--- src/design/ihex_pkg.sv ---
// ----------------------------------------------------------------------------
// ihex_pkg
// Shared types, codes and helpers for the HEX record parser.
// ----------------------------------------------------------------------------
`default_nettype none

package ihex_pkg;

   // Input word: one text character or the end-of-input marker
   typedef struct packed {
      logic       operation;
      logic [7:0] character;
   } req_type;

   // Result word
   typedef struct packed {
      logic [1:0]  kind;
      logic [31:0] address;
      logic [7:0]  data_byte;
      logic [7:0]  record_type;
      logic [2:0]  error_code;
   } rsp_type;

   // Operation codes
   localparam logic OP_CHAR = 1'b0;
   localparam logic OP_END  = 1'b1;

   // Result kinds
   localparam logic [1:0] KIND_DATA   = 2'd0;
   localparam logic [1:0] KIND_RECORD = 2'd1;
   localparam logic [1:0] KIND_DONE   = 2'd2;
   localparam logic [1:0] KIND_ERROR  = 2'd3;

   // Error codes
   localparam logic [2:0] ERR_NONE      = 3'd0;
   localparam logic [2:0] ERR_NO_COLON  = 3'd1;
   localparam logic [2:0] ERR_BAD_HEX   = 3'd2;
   localparam logic [2:0] ERR_CHECKSUM  = 3'd3;
   localparam logic [2:0] ERR_BAD_TYPE  = 3'd4;
   localparam logic [2:0] ERR_EXT_LEN   = 3'd5;
   localparam logic [2:0] ERR_NO_END    = 3'd6;

   // Record types
   localparam logic [7:0] REC_DATA     = 8'h00;
   localparam logic [7:0] REC_EOF      = 8'h01;
   localparam logic [7:0] REC_EXT_LIN  = 8'h04;
   localparam logic [7:0] REC_START    = 8'h05;

   // Extended linear address record carries exactly two bytes
   localparam logic [7:0] EXT_LIN_LEN  = 8'h02;

   // Characters
   localparam logic [7:0] CHAR_COLON = 8'h3A;
   localparam logic [7:0] CHAR_CR    = 8'h0D;
   localparam logic [7:0] CHAR_LF    = 8'h0A;

   // Parser phase, one-hot
   typedef enum logic [5:0] {
      PH_AWAIT = 6'b000001,
      PH_LEN   = 6'b000010,
      PH_ADDR  = 6'b000100,
      PH_TYPE  = 6'b001000,
      PH_DATA  = 6'b010000,
      PH_CKS   = 6'b100000
   } phase_type;

   // Hex digit decode: bit 4 set when the character is a hex digit
   function automatic logic [4:0] hex_decode(input logic [7:0] c);
      logic [4:0] r;
      r = 5'd0;
      if (c >= 8'h30 && c <= 8'h39) begin
         r = {1'b1, c[3:0]};
      end else if ((c >= 8'h41 && c <= 8'h46) || (c >= 8'h61 && c <= 8'h66)) begin
         r = {1'b1, c[3:0] + 4'd9};
      end
      return r;
   endfunction

endpackage

`default_nettype wire

--- src/design/intel_hex_record_parser.sv ---
// ----------------------------------------------------------------------------
// intel_hex_record_parser
// HEX text stream parser: characters in, data bytes and record status out.
// ----------------------------------------------------------------------------
// One word is accepted per clock cycle, sustained, while rsp_ready stays
// high. Each word passes through an input register, the parser state
// update, and a result register; its result is loaded into the result
// register when the word leaves the input register. Words that produce no
// result (colon, line breaks, hex digits that do not complete a data byte,
// a type field that passes its checks, characters after an error) still pass
// through the input register and the core. When the result register is full
// and not taken, the input register holds and req_ready drops.
// ----------------------------------------------------------------------------
`default_nettype none

module intel_hex_record_parser (
   input  wire logic              clock,
   input  wire logic              reset,
   input  wire logic              req_valid,
   output logic                   req_ready,
   input  wire ihex_pkg::req_type req_payload,
   output logic                   rsp_valid,
   input  wire logic              rsp_ready,
   output ihex_pkg::rsp_type      rsp_payload
);

   logic              held_valid;
   ihex_pkg::req_type held_item;
   logic              advance;
   logic              room;
   logic              has_result;
   ihex_pkg::rsp_type result;

   // Held word moves into the core when the result side has room
   assign advance = held_valid && room;

   ihex_in_stage u_in (
      .clock       (clock),
      .reset       (reset),
      .req_valid   (req_valid),
      .req_ready   (req_ready),
      .req_payload (req_payload),
      .advance     (advance),
      .held_valid  (held_valid),
      .held_item   (held_item)
   );

   ihex_core u_core (
      .clock      (clock),
      .reset      (reset),
      .advance    (advance),
      .item       (held_item),
      .has_result (has_result),
      .result     (result)
   );

   ihex_out_stage u_out (
      .clock       (clock),
      .reset       (reset),
      .advance     (advance),
      .has_result  (has_result),
      .result      (result),
      .room        (room),
      .rsp_valid   (rsp_valid),
      .rsp_ready   (rsp_ready),
      .rsp_payload (rsp_payload)
   );

endmodule

`default_nettype wire

--- src/design/ihex_in_stage.sv ---
// ----------------------------------------------------------------------------
// ihex_in_stage
// Input register: holds one accepted word until the parser core takes it.
// ----------------------------------------------------------------------------
`default_nettype none

module ihex_in_stage (
   input  wire logic             clock,
   input  wire logic             reset,
   input  wire logic             req_valid,
   output logic                  req_ready,
   input  wire ihex_pkg::req_type req_payload,
   input  wire logic             advance,
   output logic                  held_valid,
   output ihex_pkg::req_type     held_item
);

   logic              valid_ff, valid_in;
   ihex_pkg::req_type item_ff;

   // Free when empty or when the held word moves on this cycle
   assign req_ready = !valid_ff || advance;
   assign valid_in  = req_ready ? req_valid : valid_ff;

   always_ff @(posedge clock) begin
      if (reset) begin
         valid_ff <= 1'b0;
      end else begin
         valid_ff <= valid_in;
      end
   end

   always_ff @(posedge clock) begin
      if (req_ready && req_valid) begin
         item_ff <= req_payload;
      end
   end

   assign held_valid = valid_ff;
   assign held_item  = item_ff;

endmodule

`default_nettype wire

--- src/design/ihex_core.sv ---
// ----------------------------------------------------------------------------
// ihex_core
// Record parser state and the per-character update; yields at most one
// result word for each word it consumes.
// ----------------------------------------------------------------------------
`default_nettype none

module ihex_core (
   input  wire logic              clock,
   input  wire logic              reset,
   input  wire logic              advance,
   input  wire ihex_pkg::req_type item,
   output logic                   has_result,
   output ihex_pkg::rsp_type      result
);

   // State registers
   ihex_pkg::phase_type phase_ff, phase_in;
   logic        low_next_ff, low_next_in;
   logic [3:0]  high_nib_ff, high_nib_in;
   logic        field_idx_ff, field_idx_in;
   logic [7:0]  rec_len_ff, rec_len_in;
   logic [7:0]  bytes_left_ff, bytes_left_in;
   logic [15:0] offset_ff, offset_in;
   logic [7:0]  type_ff, type_in;
   logic [7:0]  sum_ff, sum_in;
   logic [7:0]  data_idx_ff, data_idx_in;
   logic [15:0] pend_page_ff, pend_page_in;
   logic [15:0] page_ff, page_in;
   logic        err_ff, err_in;
   logic        last_end_ff, last_end_in;

   logic [4:0]  hex;
   logic [7:0]  byte_val;
   logic [7:0]  sum_next;
   logic [7:0]  left_next;
   logic [31:0] data_addr;

   assign hex       = ihex_pkg::hex_decode(item.character);
   assign byte_val  = {high_nib_ff, hex[3:0]};
   assign sum_next  = sum_ff + byte_val;
   assign left_next = bytes_left_ff - 8'd1;
   assign data_addr = {page_ff, 16'h0000} + {16'h0000, offset_ff} + {24'h000000, data_idx_ff};

   // Next-state and result logic
   always_comb begin
      phase_in     = phase_ff;
      low_next_in  = low_next_ff;
      high_nib_in  = high_nib_ff;
      field_idx_in = field_idx_ff;
      rec_len_in   = rec_len_ff;
      bytes_left_in = bytes_left_ff;
      offset_in    = offset_ff;
      type_in      = type_ff;
      sum_in       = sum_ff;
      data_idx_in  = data_idx_ff;
      pend_page_in = pend_page_ff;
      page_in      = page_ff;
      err_in       = err_ff;
      last_end_in  = last_end_ff;
      has_result   = 1'b0;
      result       = '0;

      if (item.operation == ihex_pkg::OP_END) begin
         // Final status, then back to the reset state
         has_result = 1'b1;
         if (!err_ff && phase_ff == ihex_pkg::PH_AWAIT && last_end_ff) begin
            result.kind = ihex_pkg::KIND_DONE;
         end else begin
            result.kind       = ihex_pkg::KIND_ERROR;
            result.error_code = ihex_pkg::ERR_NO_END;
         end
         phase_in      = ihex_pkg::PH_AWAIT;
         low_next_in   = 1'b0;
         high_nib_in   = '0;
         field_idx_in  = 1'b0;
         rec_len_in    = '0;
         bytes_left_in = '0;
         offset_in     = '0;
         type_in       = '0;
         sum_in        = '0;
         data_idx_in   = '0;
         pend_page_in  = '0;
         page_in       = '0;
         err_in        = 1'b0;
         last_end_in   = 1'b0;
      end else if (!err_ff) begin
         if (phase_ff == ihex_pkg::PH_AWAIT) begin
            // Between records: skip line breaks, expect a colon
            if (item.character == ihex_pkg::CHAR_COLON) begin
               phase_in     = ihex_pkg::PH_LEN;
               low_next_in  = 1'b0;
               field_idx_in = 1'b0;
               sum_in       = '0;
               data_idx_in  = '0;
               offset_in    = '0;
            end else if (item.character != ihex_pkg::CHAR_CR &&
                         item.character != ihex_pkg::CHAR_LF) begin
               has_result        = 1'b1;
               result.kind       = ihex_pkg::KIND_ERROR;
               result.error_code = ihex_pkg::ERR_NO_COLON;
               err_in            = 1'b1;
            end
         end else if (!hex[4]) begin
            has_result        = 1'b1;
            result.kind       = ihex_pkg::KIND_ERROR;
            result.error_code = ihex_pkg::ERR_BAD_HEX;
            err_in            = 1'b1;
         end else if (!low_next_ff) begin
            high_nib_in = hex[3:0];
            low_next_in = 1'b1;
         end else begin
            // A full byte of the record
            low_next_in = 1'b0;
            sum_in      = sum_next;
            unique case (phase_ff)
               ihex_pkg::PH_LEN: begin
                  rec_len_in    = byte_val;
                  bytes_left_in = byte_val;
                  field_idx_in  = 1'b0;
                  phase_in      = ihex_pkg::PH_ADDR;
               end
               ihex_pkg::PH_ADDR: begin
                  offset_in    = {offset_ff[7:0], byte_val};
                  field_idx_in = !field_idx_ff;
                  if (field_idx_ff) begin
                     phase_in = ihex_pkg::PH_TYPE;
                  end
               end
               ihex_pkg::PH_TYPE: begin
                  type_in = byte_val;
                  if (byte_val != ihex_pkg::REC_DATA && byte_val != ihex_pkg::REC_EOF &&
                      byte_val != ihex_pkg::REC_EXT_LIN && byte_val != ihex_pkg::REC_START) begin
                     has_result        = 1'b1;
                     result.kind       = ihex_pkg::KIND_ERROR;
                     result.error_code = ihex_pkg::ERR_BAD_TYPE;
                     err_in            = 1'b1;
                  end else if (byte_val == ihex_pkg::REC_EXT_LIN &&
                               rec_len_ff != ihex_pkg::EXT_LIN_LEN) begin
                     has_result        = 1'b1;
                     result.kind       = ihex_pkg::KIND_ERROR;
                     result.error_code = ihex_pkg::ERR_EXT_LEN;
                     err_in            = 1'b1;
                  end else begin
                     phase_in = (bytes_left_ff != 8'd0) ? ihex_pkg::PH_DATA
                                                        : ihex_pkg::PH_CKS;
                  end
               end
               ihex_pkg::PH_DATA: begin
                  if (type_ff == ihex_pkg::REC_DATA) begin
                     has_result       = 1'b1;
                     result.kind      = ihex_pkg::KIND_DATA;
                     result.address   = data_addr;
                     result.data_byte = byte_val;
                  end else if (type_ff == ihex_pkg::REC_EXT_LIN) begin
                     pend_page_in = {pend_page_ff[7:0], byte_val};
                  end
                  data_idx_in   = data_idx_ff + 8'd1;
                  bytes_left_in = left_next;
                  if (left_next == 8'd0) begin
                     phase_in = ihex_pkg::PH_CKS;
                  end
               end
               ihex_pkg::PH_CKS: begin
                  if (sum_next != 8'd0) begin
                     has_result        = 1'b1;
                     result.kind       = ihex_pkg::KIND_ERROR;
                     result.error_code = ihex_pkg::ERR_CHECKSUM;
                     err_in            = 1'b1;
                  end else begin
                     if (type_ff == ihex_pkg::REC_EXT_LIN) begin
                        page_in = pend_page_ff;
                     end
                     last_end_in = (type_ff == ihex_pkg::REC_EOF) && (rec_len_ff == 8'd0) &&
                                   (offset_ff == 16'h0000);
                     phase_in           = ihex_pkg::PH_AWAIT;
                     has_result         = 1'b1;
                     result.kind        = ihex_pkg::KIND_RECORD;
                     result.record_type = type_ff;
                  end
               end
               default: begin
                  phase_in = ihex_pkg::PH_AWAIT;
               end
            endcase
         end
      end
   end

   // State update, once per consumed word
   always_ff @(posedge clock) begin
      if (reset) begin
         phase_ff      <= ihex_pkg::PH_AWAIT;
         low_next_ff   <= 1'b0;
         high_nib_ff   <= '0;
         field_idx_ff  <= 1'b0;
         rec_len_ff    <= '0;
         bytes_left_ff <= '0;
         offset_ff     <= '0;
         type_ff       <= '0;
         sum_ff        <= '0;
         data_idx_ff   <= '0;
         pend_page_ff  <= '0;
         page_ff       <= '0;
         err_ff        <= 1'b0;
         last_end_ff   <= 1'b0;
      end else if (advance) begin
         phase_ff      <= phase_in;
         low_next_ff   <= low_next_in;
         high_nib_ff   <= high_nib_in;
         field_idx_ff  <= field_idx_in;
         rec_len_ff    <= rec_len_in;
         bytes_left_ff <= bytes_left_in;
         offset_ff     <= offset_in;
         type_ff       <= type_in;
         sum_ff        <= sum_in;
         data_idx_ff   <= data_idx_in;
         pend_page_ff  <= pend_page_in;
         page_ff       <= page_in;
         err_ff        <= err_in;
         last_end_ff   <= last_end_in;
      end
   end

endmodule

`default_nettype wire

--- src/design/ihex_out_stage.sv ---
// ----------------------------------------------------------------------------
// ihex_out_stage
// Result register: holds a finished word until the consumer takes it.
// ----------------------------------------------------------------------------
`default_nettype none

module ihex_out_stage (
   input  wire logic              clock,
   input  wire logic              reset,
   input  wire logic              advance,
   input  wire logic              has_result,
   input  wire ihex_pkg::rsp_type result,
   output logic                   room,
   output logic                   rsp_valid,
   input  wire logic              rsp_ready,
   output ihex_pkg::rsp_type      rsp_payload
);

   logic              valid_ff, valid_in;
   ihex_pkg::rsp_type item_ff;

   // Room when empty or the held word leaves this cycle
   assign room     = !valid_ff || rsp_ready;
   assign valid_in = advance ? has_result : (valid_ff && !rsp_ready);

   always_ff @(posedge clock) begin
      if (reset) begin
         valid_ff <= 1'b0;
      end else begin
         valid_ff <= valid_in;
      end
   end

   always_ff @(posedge clock) begin
      if (advance && has_result) begin
         item_ff <= result;
      end
   end

   assign rsp_valid   = valid_ff;
   assign rsp_payload = item_ff;

endmodule

`default_nettype wire

--- config.mk ---
export PLATFORM = sky130hd
export DESIGN_NAME = intel_hex_record_parser
export DESIGN_NICKNAME = d
export VERILOG_FILES = /design/src/design/ihex_pkg.sv /design/src/design/intel_hex_record_parser.sv /design/src/design/ihex_in_stage.sv /design/src/design/ihex_core.sv /design/src/design/ihex_out_stage.sv
export SDC_FILE = /design/constraint.sdc
export NUM_CORES = 1
export LEC_CHECK = 0
export BUFFER_PORTS_ARGS = -buffer_cell sky130_fd_sc_hd__buf_2
export CORE_UTILIZATION = 55
export CTS_CLUSTER_DIAMETER = 150
export DETAILED_ROUTE_END_ITERATION = 10
export PLACE_DENSITY = 0.74
export SYNTH_ARGS = -nofsm -noshare
export SYNTH_HDL_FRONTEND = slang
export SYNTH_SLANG_ARGS = --single-unit
export TNS_END_PERCENT = 30
--- constraint.sdc ---
create_clock -name clock -period 8.7 [get_ports clock]
set_clock_uncertainty 0.2 [all_clocks]
set_input_delay 0.435 -clock clock [delete_from_list [all_inputs] [get_ports clock]]
set_output_delay 0.435 -clock clock [all_outputs]
set_load 0.05 [all_outputs]
==> results.yml <==
run_status:
  outcome: "completed"
setup_path:
  critPathKind: "flip-flop to flip-flop"
  critPathLaunchType: "flip-flop"
  endpoint_kind: "flip-flop"
  rr_worst_depth: 15
  cp.required_ps: 8870
  arrival_ps: 5310
  crit_fanout: 16
cts:
  insertion_delay_ps: 430
  cts_hold_buf: 9
  numCtsBuffers: 17
  cts_root_buf: "clkbuf_16"
  ctsLongestPathBuffers: 2
  cts_max_level: 4
  cts_resized: 0
  clock-sinks: 166
  cts_tree: "built"
  clk_transition_reported_paths_ps: 60
  post_cts_buffers: 0
hold_path:
  min_path_type: "primary input to flip-flop"
  hold_path_depth: 3
timing:
  period_share: 0.591
  setup_tns_ps: 0
  hold_violations: 0
  rsz0062_at_grt: "no"
  report.final.slew_viol_count: 0
  fmax_mhz: 194
  setup_viol: 0
  maxSlewHeadroom: 0.259
  layout_min_cycle_time_ps: 5140
  worst_pin_slew_ps: 1110
pwr:
  pwr-share-clk: 0.426
  seq_power_share: 0.487
  p_sw_w: 0.000426
  p_leak_nw: 3.57
  pwr_density_cell_nw_per_um2: 179
  power_frac_comb: 0.087
  intPower_w: 0.00129
  swShare: 0.249
  ir_worst_vdd_uv: 144
logic_synthesis:
  synthTopCellsByCount: "nor2_1 (118), dfxtp_1 (104), nand2_1 (87), a21oi_1 (75), edfxtp_1 (62)"
  syn_avg_cell_area_um2: 9.39
  syn_inst: 908
  synth_nets: 946
  async_reset_ff_frac: 0
  ys_seq_elements: 166
  synth_area_um2: 8520
  ys_warn_count: 0
  synth_top_area_share: 0.244
  synth_most_common_cell: "nor2_1"
  synth-edff-count: 62
  synth_top_cells_by_area: "dfxtp_1 (24%), edfxtp_1 (22%), nor2_1 (5.2%), a21oi_1 (4.4%), nand2_1 (3.8%)"
  synth_cell_type_count: 86
  ys_seq_area_frac: 0.463
  synth_ff_type: "dfxtp_1"
  synth_area_leader_cell: "dfxtp_1"
routing:
  wl_mm: 20.9
  drt-pass1-iter-count: 6
  wl_per_cell_um: 18.0
  drc: 0
  dr.first_iter.drc_count: 618
  num_vias: 7061
  via_per_inst: 6.07
  drtAntennaViolNets: 0
placement:
  port-buffer-count: 67
  gpl.final_weighted_congestion: 0.917
  dp_hpwl_mm: 14.5
floorplanning:
  fp.dieW_um: 126
  rows: 45
  start_util: 0.563
  fp.coreArea_um2: 15100
  fp.dieH_um: 126
  die-area_um2: 16000
  num_io_pins: 68
finish:
  diodes: 0
  finalNetCount: 1000
  area_delta_synth_final_pct: 12.3
  drive_gt1_frac: 0.132
  final_util: 0.632
  nFillCells: 1275
global_route:
  grt_max_degree: 86
  grt.total_usage: 0.271
  grt_overflow: 0
  grt_pass1_wl_mm: 33.8
  antenna_found_initial: 0
  first_global_vias: 6499
run:
  maxCapViolations: 0
metal layers:
layer / track usage / vias up / share of wire
li1: - / 3419 / -
met1: 0.385 / 3370 / 0.47
met2: 0.416 / 245 / 0.45
met3: 0.0493 / 27 / 0.064
met4: 0.0943 / 0 / 0.020
met5: 0 / - / 0
placed cells by master (no fill, tap or decap), types with 5 or more instances in the layout:
| cell type | count |
|---|---|
| o21ai_0 | 19 |
| nand4_1 | 8 |
| and2_1 | 12 |
| xnor2_1 | 8 |
| buf_4 | 6 |
| ha_1 | 23 |
| or3_1 | 8 |
| mux2i_1 | 24 |
| a211oi_1 | 5 |
| clkbuf_1 | 5 |
| nor3_1 | 15 |
| nor2b_1 | 8 |
| xor2_1 | 24 |
| buf_2 | 67 |
| a2111o_1 | 5 |
| inv_1 | 30 |
| nor2_1 | 118 |
| o2111ai_1 | 10 |
| nand3_1 | 38 |
| nor4_1 | 10 |
| a21oi_1 | 75 |
| a22oi_1 | 7 |
| a21o_1 | 7 |
| clkbuf_16 | 17 |
| o21ai_1 | 8 |
| a22o_1 | 17 |
| dlygate4sd3_1 | 9 |
| and3_1 | 15 |
| o31ai_1 | 7 |
| nand2_1 | 87 |
| dfxtp_1 | 104 |
| nand2b_1 | 7 |
| or4_1 | 12 |
| edfxtp_1 | 62 |
metrics by stage:
stage               instances  setup WS [ps]  hold slack, ps  total power (W)  cell area, um2
finish                   1163           3560            18.5          0.00171            9570
global route             1163           3300            22.3          0.00177            9570
CTS                      1163           3650            9.43          0.00172            9570
detailed placement       1122           3670             245         0.000995            8910
global placement         1122           3820             241         0.000994            8910
floorplan                 908           4350             232         0.000961            8520
registers in the layout, summed over array words and instances, names as in the netlist, 9 cells and up:
signal               flops
u_in.held_item           9
u_core.pend_page_ff     16
u_core.page_ff          16
u_out.rsp_payload       53
u_core.offset_ff        16
layout make-up:
class,instances,area [um2],share of cell area
tap,188,235,0.0246
clock buffer,27,507,0.0529
clock inverter,5,60.1,0.00627
multi-input combinational,665,4240,0.443
sequential,166,3940,0.412
inverter,30,113,0.0118
timing repair buffer,82,470,0.0492
power groups by stage:
stage	logic, W	clock network (W)	registers [W]
after CTS	0.000148	0.000737	0.000834
after detailed placement	0.000145	0	0.000851
after global placement	0.000144	0	0.000850
after global routing	0.000157	0.000774	0.000835
after floorplan	0.0000596	0	0.000901
final	0.000149	0.000731	0.000834
kinds of logic after synthesis:
logic type               Yosys count  share of synthesized area
flip-flops                       166                      0.463
buffers and inverters             77                     0.0395
adder cells (fa/ha/maj)           25                     0.0385
AND/OR/NAND/NOR                  374                      0.225
AO/OA/AOI/OAI                    208                      0.170
XOR/XNOR                          32                     0.0329
multiplexers                      26                     0.0308
critical path: stages, from the launching register on:
cell and delay (ps):
edfxtp_1 460, inv_1 130, ha_1 210, or3b_1 390, nand3_1 100, a21boi_1 380, inv_1 190, ha_1 290
fa_1 430, a211oi_1 390, or4b_1 180, o311ai_1 210, nor4_4 460, nand3_2 170, nor4_4 640, a22o_1 230
final timing paths:
| check | start | endpoint | slack (ps) |
|---|---|---|---|
| max | u_in.held_item[0]$_DFFE_PP_ | u_core.page_ff[3]$_SDFFE_PP0P_ | 3560 |
| min | req_valid | u_in.held_valid$_SDFFE_PP0N_ | 20 |
| max reg2reg | u_in.held_item[0]$_DFFE_PP_ | u_core.page_ff[3]$_SDFFE_PP0P_ | 3560 |
| min reg2reg | u_core.pend_page_ff[8]$_SDFFE_PP0P_ | u_core.pend_page_ff[8]$_SDFFE_PP0P_ | 250 |
Power figures use the tool's default switching activity.
